## src/hdl/clrs_pkg.sv

```systemverilog
`default_nettype none

package clrs_pkg;

	// Generator geometry
	localparam int unsigned NUM_LFSR = 5;
	localparam int unsigned LFSR_W   = 32;
	localparam int unsigned OUT_W    = 32;
	localparam int unsigned CFG_IDX_W = 3;

	// Default statistics counter width
	localparam int unsigned COUNT_WIDTH_DEF = 32;

	// Seed value after reset
	localparam logic [LFSR_W-1:0] SEED_RESET = 32'd1;

	typedef logic [LFSR_W-1:0] lfsr_word_t;
	typedef logic [4:0]        tap_idx_t;

	// Three feedback taps per shift register
	localparam tap_idx_t TAP_TBL [NUM_LFSR][3] = '{
		'{5'd15, 5'd28, 5'd3},
		'{5'd30, 5'd16, 5'd5},
		'{5'd12, 5'd17, 5'd2},
		'{5'd31, 5'd23, 5'd8},
		'{5'd7,  5'd1,  5'd10}
	};

	// Configuration register indexes
	typedef enum logic [CFG_IDX_W-1:0] {
		CFG_SEED_A = 3'd0,
		CFG_SEED_B = 3'd1,
		CFG_SEED_C = 3'd2,
		CFG_SEED_D = 3'd3,
		CFG_SEED_E = 3'd4
	} cfg_reg_t;

	// Control from the top level to the shift register bank
	typedef struct packed {
		logic step;
		logic reload;
	} lfsr_ctl_t;

endpackage

`default_nettype wire

```

## src/hdl/clrs_cmd_if.sv

```systemverilog
`default_nettype none

interface clrs_cmd_if;
	logic valid;
	logic ready;
	logic restart;
	logic finish;

	modport source (output valid, output restart, output finish, input ready);
	modport sink (input valid, input restart, input finish, output ready);
endinterface

`default_nettype wire

```

## src/hdl/clrs_res_if.sv

```systemverilog
`default_nettype none

interface clrs_res_if;
	logic        valid;
	logic        ready;
	logic        out_bit;
	logic [31:0] ones_total;
	logic [31:0] zeros_total;
	logic [31:0] longest_ones;
	logic [31:0] longest_zeros;
	logic [31:0] runs_of_four;
	logic [31:0] runs_of_five;
	logic [31:0] runs_of_six;

	modport source (
		output valid, output out_bit, output ones_total, output zeros_total,
		output longest_ones, output longest_zeros, output runs_of_four,
		output runs_of_five, output runs_of_six, input ready
	);
	modport sink (
		input valid, input out_bit, input ones_total, input zeros_total,
		input longest_ones, input longest_zeros, input runs_of_four,
		input runs_of_five, input runs_of_six, output ready
	);
endinterface

`default_nettype wire

```

## src/hdl/clrs_lfsr_bank.sv

```systemverilog
`default_nettype none

module clrs_lfsr_bank
	import clrs_pkg::*;
(
	input  wire logic       clk,
	input  wire logic       arst_n,
	input  wire lfsr_ctl_t  ctl,
	input  wire lfsr_word_t seed [NUM_LFSR],
	output logic            gen_bit
);

	lfsr_word_t sr_q [NUM_LFSR];
	lfsr_word_t src  [NUM_LFSR];
	logic [NUM_LFSR-1:0] fb;

	// Pick current contents or fresh seeds, form feedback bits
	always_comb begin
		for (int i = 0; i < NUM_LFSR; i++) begin
			src[i] = ctl.reload ? seed[i] : sr_q[i];
			fb[i]  = src[i][TAP_TBL[i][0]] ^ src[i][TAP_TBL[i][1]] ^ src[i][TAP_TBL[i][2]];
		end
	end

	assign gen_bit = ^fb;

	// Shift left, taking in own feedback bit
	always_ff @(posedge clk or negedge arst_n) begin
		if (!arst_n) begin
			for (int i = 0; i < NUM_LFSR; i++) begin
				sr_q[i] <= SEED_RESET;
			end
		end else if (ctl.step) begin
			for (int i = 0; i < NUM_LFSR; i++) begin
				sr_q[i] <= {src[i][LFSR_W-2:0], fb[i]};
			end
		end
	end

endmodule

`default_nettype wire

```

## src/hdl/combined_lfsr_run_statistics_unit.sv

```systemverilog
`default_nettype none

// Combined LFSR bit generator with run statistics. Each command item yields
// one result item: the XOR of five 32-bit shift registers' feedback bits plus
// saturating counts of ones, zeros, longest runs and completed runs of four,
// five and six equal bits. restart reloads the seeds (configuration indexes
// 0..4) and clears the statistics before the bit is generated; finish folds
// the open run into the longest-run figures only. One item is accepted per
// clock unless a stalled result blocks the command side. An item passes a
// command register and then a result register before its result item is
// offered. With the result side ready the block takes a new item every cycle;
// a stalled result holds one further item in the command register, and only
// then is the command side blocked. Written seeds take effect at the next
// restart; reset restores the reset seed.
module combined_lfsr_run_statistics_unit
	import clrs_pkg::*;
#(
	parameter int unsigned COUNT_WIDTH = COUNT_WIDTH_DEF
) (
	input  wire logic                 clk,
	input  wire logic                 arst_n,
	clrs_cmd_if.sink                  cmd,
	clrs_res_if.source                res,
	input  wire logic                 cfg_we,
	input  wire logic [CFG_IDX_W-1:0] cfg_idx,
	input  wire logic [LFSR_W-1:0]    cfg_data
);

	typedef logic [COUNT_WIDTH-1:0] cnt_t;

	function automatic cnt_t sat_inc(input cnt_t v);
		return (&v) ? v : v + COUNT_WIDTH'(1);
	endfunction

	function automatic logic [OUT_W-1:0] to_out(input cnt_t v);
		logic [COUNT_WIDTH+OUT_W-1:0] w;
		w = {{OUT_W{1'b0}}, v};
		return w[OUT_W-1:0];
	endfunction

	// Seed registers
	lfsr_word_t seed_q [NUM_LFSR];

	always_ff @(posedge clk or negedge arst_n) begin
		if (!arst_n) begin
			for (int i = 0; i < NUM_LFSR; i++) begin
				seed_q[i] <= SEED_RESET;
			end
		end else if (cfg_we) begin
			unique case (cfg_idx)
				CFG_SEED_A: seed_q[0] <= cfg_data;
				CFG_SEED_B: seed_q[1] <= cfg_data;
				CFG_SEED_C: seed_q[2] <= cfg_data;
				CFG_SEED_D: seed_q[3] <= cfg_data;
				CFG_SEED_E: seed_q[4] <= cfg_data;
				default: ;
			endcase
		end
	end

	// Handshake and command register
	logic s1_valid_q;
	logic restart_s1;
	logic finish_s1;
	logic res_valid_q;
	logic adv;
	logic accept;

	assign adv       = s1_valid_q && (!res_valid_q || res.ready);
	assign cmd.ready = !s1_valid_q || adv;
	assign accept    = cmd.valid && cmd.ready;

	always_ff @(posedge clk or negedge arst_n) begin
		if (!arst_n) begin
			s1_valid_q <= 1'b0;
		end else if (cmd.ready) begin
			s1_valid_q <= cmd.valid;
		end
	end

	always_ff @(posedge clk) begin
		if (accept) begin
			restart_s1 <= cmd.restart;
			finish_s1  <= cmd.finish;
		end
	end

	// Shift register bank
	lfsr_ctl_t lfsr_ctl;
	logic      gen_bit;

	assign lfsr_ctl.step   = adv;
	assign lfsr_ctl.reload = restart_s1;

	clrs_lfsr_bank u_bank (
		.clk     (clk),
		.arst_n  (arst_n),
		.ctl     (lfsr_ctl),
		.seed    (seed_q),
		.gen_bit (gen_bit)
	);

	// Statistics state
	cnt_t ones_q, zeros_q, long1_q, long0_q, r4_q, r5_q, r6_q, run_q;
	logic prev_q, started_q;
	cnt_t ones_n, zeros_n, long1_n, long0_n, r4_n, r5_n, r6_n, run_n;
	logic prev_c, started_c;

	// Next statistics for the item in the command register
	always_comb begin
		ones_n    = restart_s1 ? '0 : ones_q;
		zeros_n   = restart_s1 ? '0 : zeros_q;
		long1_n   = restart_s1 ? '0 : long1_q;
		long0_n   = restart_s1 ? '0 : long0_q;
		r4_n      = restart_s1 ? '0 : r4_q;
		r5_n      = restart_s1 ? '0 : r5_q;
		r6_n      = restart_s1 ? '0 : r6_q;
		run_n     = restart_s1 ? COUNT_WIDTH'(1) : run_q;
		prev_c    = restart_s1 ? 1'b0 : prev_q;
		started_c = restart_s1 ? 1'b0 : started_q;

		if (gen_bit) begin
			ones_n = sat_inc(ones_n);
		end else begin
			zeros_n = sat_inc(zeros_n);
		end

		// Extend the run or close it out
		if (started_c) begin
			if (gen_bit == prev_c) begin
				run_n = sat_inc(run_n);
			end else begin
				if (prev_c) begin
					if (run_n > long1_n) long1_n = run_n;
				end else begin
					if (run_n > long0_n) long0_n = run_n;
				end
				if (run_n == COUNT_WIDTH'(4)) begin
					r4_n = sat_inc(r4_n);
				end else if (run_n == COUNT_WIDTH'(5)) begin
					r5_n = sat_inc(r5_n);
				end else if (run_n == COUNT_WIDTH'(6)) begin
					r6_n = sat_inc(r6_n);
				end
				run_n = COUNT_WIDTH'(1);
			end
		end

		// Fold the open run into the longest figure on finish
		if (finish_s1) begin
			if (gen_bit) begin
				if (run_n > long1_n) long1_n = run_n;
			end else begin
				if (run_n > long0_n) long0_n = run_n;
			end
		end
	end

	always_ff @(posedge clk or negedge arst_n) begin
		if (!arst_n) begin
			ones_q    <= '0;
			zeros_q   <= '0;
			long1_q   <= '0;
			long0_q   <= '0;
			r4_q      <= '0;
			r5_q      <= '0;
			r6_q      <= '0;
			run_q     <= COUNT_WIDTH'(1);
			prev_q    <= 1'b0;
			started_q <= 1'b0;
		end else if (adv) begin
			ones_q    <= ones_n;
			zeros_q   <= zeros_n;
			long1_q   <= long1_n;
			long0_q   <= long0_n;
			r4_q      <= r4_n;
			r5_q      <= r5_n;
			r6_q      <= r6_n;
			run_q     <= run_n;
			prev_q    <= gen_bit;
			started_q <= 1'b1;
		end
	end

	// Result register
	always_ff @(posedge clk or negedge arst_n) begin
		if (!arst_n) begin
			res_valid_q <= 1'b0;
		end else if (adv) begin
			res_valid_q <= 1'b1;
		end else if (res.ready) begin
			res_valid_q <= 1'b0;
		end
	end

	logic              out_bit_q;
	logic [OUT_W-1:0]  ones_out_q, zeros_out_q, long1_out_q, long0_out_q;
	logic [OUT_W-1:0]  r4_out_q, r5_out_q, r6_out_q;

	always_ff @(posedge clk) begin
		if (adv) begin
			out_bit_q   <= gen_bit;
			ones_out_q  <= to_out(ones_n);
			zeros_out_q <= to_out(zeros_n);
			long1_out_q <= to_out(long1_n);
			long0_out_q <= to_out(long0_n);
			r4_out_q    <= to_out(r4_n);
			r5_out_q    <= to_out(r5_n);
			r6_out_q    <= to_out(r6_n);
		end
	end

	assign res.valid         = res_valid_q;
	assign res.out_bit       = out_bit_q;
	assign res.ones_total    = ones_out_q;
	assign res.zeros_total   = zeros_out_q;
	assign res.longest_ones  = long1_out_q;
	assign res.longest_zeros = long0_out_q;
	assign res.runs_of_four  = r4_out_q;
	assign res.runs_of_five  = r5_out_q;
	assign res.runs_of_six   = r6_out_q;

endmodule

`default_nettype wire

```

## src/flat_wrapper.sv

```systemverilog
// flat-port wrapper written by rule: the top's interface ports become plain ports
module combined_lfsr_run_statistics_unit_flat import clrs_pkg::*;
#(
	parameter int unsigned COUNT_WIDTH = COUNT_WIDTH_DEF
)
  (clk, arst_n, cfg_we, cfg_idx, cfg_data, cmd_valid, cmd_restart, cmd_finish, cmd_ready, res_valid, res_out_bit, res_ones_total, res_zeros_total, res_longest_ones, res_longest_zeros, res_runs_of_four, res_runs_of_five, res_runs_of_six, res_ready);
  clrs_cmd_if cmd_i ();
  clrs_res_if res_i ();
  input  wire logic clk;
  input  wire logic arst_n;
  input  wire logic cfg_we;
  input  wire logic [CFG_IDX_W-1:0] cfg_idx;
  input  wire logic [LFSR_W-1:0] cfg_data;
  input wire logic [$bits(cmd_i.valid)-1:0] cmd_valid;
  input wire logic [$bits(cmd_i.restart)-1:0] cmd_restart;
  input wire logic [$bits(cmd_i.finish)-1:0] cmd_finish;
  output wire logic [$bits(cmd_i.ready)-1:0] cmd_ready;
  output wire logic [$bits(res_i.valid)-1:0] res_valid;
  output wire logic [$bits(res_i.out_bit)-1:0] res_out_bit;
  output wire logic [$bits(res_i.ones_total)-1:0] res_ones_total;
  output wire logic [$bits(res_i.zeros_total)-1:0] res_zeros_total;
  output wire logic [$bits(res_i.longest_ones)-1:0] res_longest_ones;
  output wire logic [$bits(res_i.longest_zeros)-1:0] res_longest_zeros;
  output wire logic [$bits(res_i.runs_of_four)-1:0] res_runs_of_four;
  output wire logic [$bits(res_i.runs_of_five)-1:0] res_runs_of_five;
  output wire logic [$bits(res_i.runs_of_six)-1:0] res_runs_of_six;
  input wire logic [$bits(res_i.ready)-1:0] res_ready;
  assign cmd_i.valid = cmd_valid;
  assign cmd_i.restart = cmd_restart;
  assign cmd_i.finish = cmd_finish;
  assign cmd_ready = cmd_i.ready;
  assign res_valid = res_i.valid;
  assign res_out_bit = res_i.out_bit;
  assign res_ones_total = res_i.ones_total;
  assign res_zeros_total = res_i.zeros_total;
  assign res_longest_ones = res_i.longest_ones;
  assign res_longest_zeros = res_i.longest_zeros;
  assign res_runs_of_four = res_i.runs_of_four;
  assign res_runs_of_five = res_i.runs_of_five;
  assign res_runs_of_six = res_i.runs_of_six;
  assign res_i.ready = res_ready;
  combined_lfsr_run_statistics_unit #(.COUNT_WIDTH(COUNT_WIDTH)) u_core (.clk(clk), .arst_n(arst_n), .cmd(cmd_i), .res(res_i), .cfg_we(cfg_we), .cfg_idx(cfg_idx), .cfg_data(cfg_data));
endmodule
```

## config.mk

```make
export PLATFORM = sky130hd
export DESIGN_NAME = combined_lfsr_run_statistics_unit_flat
export DESIGN_NICKNAME = d
export VERILOG_FILES = /design/src/hdl/clrs_pkg.sv /design/src/hdl/clrs_cmd_if.sv /design/src/hdl/clrs_res_if.sv /design/src/hdl/clrs_lfsr_bank.sv /design/src/hdl/combined_lfsr_run_statistics_unit.sv /design/src/flat_wrapper.sv
export SDC_FILE = /design/constraint.sdc
export NUM_CORES = 2
export LEC_CHECK = 0
export BUFFER_PORTS_ARGS = -buffer_cell sky130_fd_sc_hd__buf_2
export CORE_MARGIN = 5
export CORE_UTILIZATION = 55
export DETAILED_ROUTE_END_ITERATION = 16
export PLACE_DENSITY = 0.71
export SLEW_MARGIN = 5
export SYNTH_ARGS = -nofsm -noshare
export SYNTH_HDL_FRONTEND = slang
export SYNTH_SLANG_ARGS = --single-unit
```

## constraint.sdc

```tcl
create_clock -name clk -period 9.8 [get_ports clk]
set_clock_uncertainty 0.2 [all_clocks]
set_input_delay 0.49 -clock clk [delete_from_list [all_inputs] [get_ports clk]]
set_output_delay 0.49 -clock clk [all_outputs]
set_load 0.005 [all_outputs]
```

==> summary by stage <==
Clock tree
After clock tree synthesis, the clock-pin slew on the worst setup and hold paths is 0.06 ns. The number of levels in the clock H-tree is 3. CTS saw 729 sinks.

The clock tree root buffer cell is clkbuf_16. TritonCTS built the clock tree. Clock latency on the worst-skew pair, taken at its later pin, is 0.64 ns.

The number of clock buffers added by TritonCTS is 79. The clock passes through at most 3 buffers.

STA
For the pin with the worst max-slew slack, the measured transition is 1.09 ns. Setup repair after global routing left no endpoint under its margin. The worst path in the final design needs a cycle of 8.44 ns, including I/O delays and setup.

The final critical path takes up 86.1% of the cycle. The final number of max-transition violations came to 0. The achievable frequency is 0.119 GHz. Setup violations remaining at the end of the flow were counted as 0.

The worst hold margin is 0.0581 ns. The tightest slew margin relative to the limit is 27.4%. The number of hold-slack violations in the final timing report is 0.

The final setup TNS is 0 ns.

Floorplan
The number of core rows is 98. The x dimension of the die is 278 µm. The die boundary height is 278 µm. For this design the top-level I/O count stands at 269. The die covers 0.0773 mm². For this configuration, the core starts out at a cell density of 55.4%.

The area of the placeable core is 0.0714 mm².

Detailed routing
The total vias in the final route is 30100. The first routing iteration left 3031 violations. The via count normalized by instance count is 5.95. The DRC violations left is 0. Dividing the detail-routed wire length by the instance count gives 21.0 µm. For this block, the routed nets add up to 106000 µm of wire.

The remaining antenna violation count is 0. The length of the first detailed-routing pass in iterations is 8.

GRT
Global routing finished with a remaining overflow of 0. The via count of the first global-routing pass is 28800. The first global-routing pass estimated 167000 µm of wire. Entering global routing, the biggest net connects 238 pins.

For this run, the total global-route usage over all layers was measured as 26.8%. The initial antenna violation count is 1.

Worst setup path
The capturing element of the worst setup path is u_core.res.longest_zeros[13]. The kind of start point of the critical path is a flop. The minimum setup slack among reg-to-reg paths is 1.36 ns.

The worst setup path is of the flop to flop kind. The worst register-to-register path ends at u_core.res.longest_zeros[13]. The launch instance of the worst register-to-register path is u_core.restart_s1.

The launch point of the critical path is u_core.restart_s1. Of all nets on the critical path, the largest fanout is 155. STA puts the critical path data required time at 9.93 ns. The worst setup path is captured at a flop. The arrival time of data at the critical path endpoint is 8.57 ns.

The worst reg2reg path depth is 21.

Yosys
In the synthesized netlist, the number of instances is 3844. The count of state elements after synthesis is 729. For this run, asynchronously set or reset flops after synthesis account for 68.9%. The register area share after synthesis is 49.1%. The share of the synthesized area in compound gates (AO/OA/AOI/OAI) is 9.83%. The number of warnings issued by yosys is 0. The distinct cell type count of the synthesized netlist is 95. The cell area that synthesis handed to floorplanning was 0.0395 mm². The xor/xnor cell area share of the yosys netlist is 4.40%. After synthesis, the mean cell area works out to 10.3 µm². The number of synthesized flops with an enable pin is 227. Measured against the total synthesized area, the mux share comes to 12.2%. The synthesized netlist net count is 4021. The combinational family with the most area after synthesis is simple AND/OR/NAND/NOR gates. The post-synthesis share of cell area spent on full adders, half adders and majority gates is 4.27%. The simple-gate area share of the yosys netlist is 17.2%. Among all flip-flop cells after synthesis, the most frequent one is dfrtp_1.

Power
The power density relative to cell area is 228 mW/mm². The leakage power of the design is 0.0195 µW. The worst ir drop on vdd is 0.000254 V.

Final layout
The signed area change from the synthesized netlist to the final layout is 13.0%. The number of filler instances in the final layout is 5886. For this run, the share of the core covered by cells in the final layout is 62.6%. Of the cells placed in the final design, the portion with a size suffix greater than 1 is 16.7%. For this run, the post-layout net count is 4222. After the flow finishes, the layout carries non-filler instances totaling 5063.

Run
The number of maximum-capacitance violations is 0.

Run status
The flow ran to the end, and the final reports show no timing, DRC or antenna violations.

Hold path
The worst hold-check path type is input pin to flop.

Place
Buffers placed on the I/O ports in this run total 268. The congestion estimate from routability-driven global placement came to 1.01. The count of placed standard cells including taps is 4877.

The final HPWL from detailed placement is 72100 µm.
==> cell usage after synthesis, types with 89 or more instances <==
cell / count / area share, %
mux2i_1: 275 / 7.0
dfrtp_1: 491 / 31
o21ai_0: 288 / 3.6
mux2_2: 174 / 5.0
edfxtp_1: 227 / 17
xnor2_1: 115 / 2.5
a21oi_1: 96 / 1.2
nor2_1: 324 / 3.1
nor2b_1: 89 / 1.4
ha_1: 135 / 4.3
clkbuf_1: 163 / 1.5
nand2_1: 543 / 5.2
==> cells in the final DEF, fill, tap and decap left out, types with 36 or more instances in the layout <==
master,Yosys,routed
nand2_1,543,542
dfrtp_1,491,491
nor2_1,324,323
o21ai_0,288,288
mux2i_1,275,275
buf_2,26,267
edfxtp_1,227,227
mux2_2,174,174
ha_1,135,135
xnor2_1,115,115
a21oi_1,96,96
nor2b_1,89,89
nand4_1,80,80
clkbuf_16,0,80
nand3_1,80,79
inv_1,76,75
nor3_1,62,62
and3_1,58,58
xor2_1,48,48
nor4_1,40,39
dlygate4sd3_1,0,37
a221o_1,36,36
==> registers in the layout, summed over array words and instances, names as in the netlist, 32 cells and up <==
signal                    flops
u_core.seed_q               121
u_core.u_bank.sr_q          121
u_core.res.runs_of_six       32
u_core.res.runs_of_four      32
u_core.long1_q               32
u_core.res.runs_of_five      32
u_core.res.ones_total        32
u_core.r6_q                  32
u_core.zeros_q               32
u_core.r4_q                  32
u_core.ones_q                32
u_core.run_q                 32
u_core.long0_q               32
u_core.res.longest_zeros     32
u_core.r5_q                  32
u_core.res.zeros_total       32
u_core.res.longest_ones      32
==> power by group <==
group	total [µW]	switching [µW]	internal (µW)	leakage, µW
clock	3130	1310	1820	0.00133
combinational	3150	2080	1070	0.00938
sequential	3900	268	3630	0.00884
total	10200	3660	6520	0.0195
==> what timing repair did <==
item / CTS / global route
endpoints found under the hold margin: 222 / 0
hold buffers: 37 / 0
setup buffers: 0 / 0
gates resized for setup: 0 / 0
==> stage by stage <==
step | power (µW) | worst slack (ns) | area (µm²)
2_1_floorplan | 5920 | 1.40 | 39500
3_3_place_gp | 6990 | 1.67 | 41500
3_5_place_dp | 7030 | 1.64 | 41500
4_1_cts | 10200 | 1.59 | 44700
5_1_grt | 10600 | 1.04 | 44700
6_report | 10200 | 1.36 | 44700
==> logic make-up (layout without fill, tap and decap cells) <==
group / count (synthesis) / in the layout
compound gates: 622 / 622
xor+xnor: 177 / 177
fa+ha+maj: 135 / 135
buf+inv: 300 / 568
flops: 729 / 729
mux: 455 / 455
other cells: 0 / 1
simple gates: 1426 / 1426
==> how the worst min path moves through the flow <==
stage / to / cells after the start / slack (ns) / start
after floorplan: u_core.long0_q[0] / 0 / -0.006 / arst_n
after global placement: u_core.run_q[1] / 2 / 0.25 / u_core.run_q[1]
after detailed placement: u_core.u_bank.sr_q[109] / 2 / 0.27 / u_core.u_bank.sr_q[109]
after CTS: u_core.seed_q[34] / 2 / 0.01 / cfg_data[2]
after global routing: u_core.seed_q[34] / 2 / 0.03 / cfg_data[2]
final: u_core.seed_q[98] / 2 / 0.06 / cfg_data[2]
==> worst max-delay path, stage by stage (launching register included) <==
cell and delay (ns):
edfxtp_1 0.44, buf_12 0.57, nor2b_1 0.25, ha_1 0.40
nand4_1 0.19, nor4_1 0.54, nor2b_1 0.09, a31oi_1 0.24
o21ai_1 0.27, nor3_4 0.88, buf_4 0.40, mux2i_1 0.28
inv_1 0.08, ha_1 0.32, nand4_1 0.12, nor4_1 0.42
nand2_1 0.18, a211oi_1 0.29, a2111oi_0 0.11, or3_2 0.91
nand2_1 0.60, o22ai_1 0.20
==> area by class of cell <==
type	count	area [µm²]	area share (%)
sequential	729	19400	43.4
multi-input combinational	2815	19000	42.5
clock buffer	99	2140	4.80
timing repair buffer	341	2070	4.63
tap	950	1190	2.66
clock inverter	49	599	1.34
inverter	79	309	0.692
antenna	1	2.50	0.00560
==> per-layer routing <==
metal  up-vias  share of wire, %  global-route usage (%)
met1     14600                45                    39.2
li1      14200                 -                       -
met5         -                 0                       0
met4         0               3.2                    8.30
met2      1121                45                    41.4
met3       216               7.3                    4.78
Note: power is estimated with default switching activity, not from simulation.
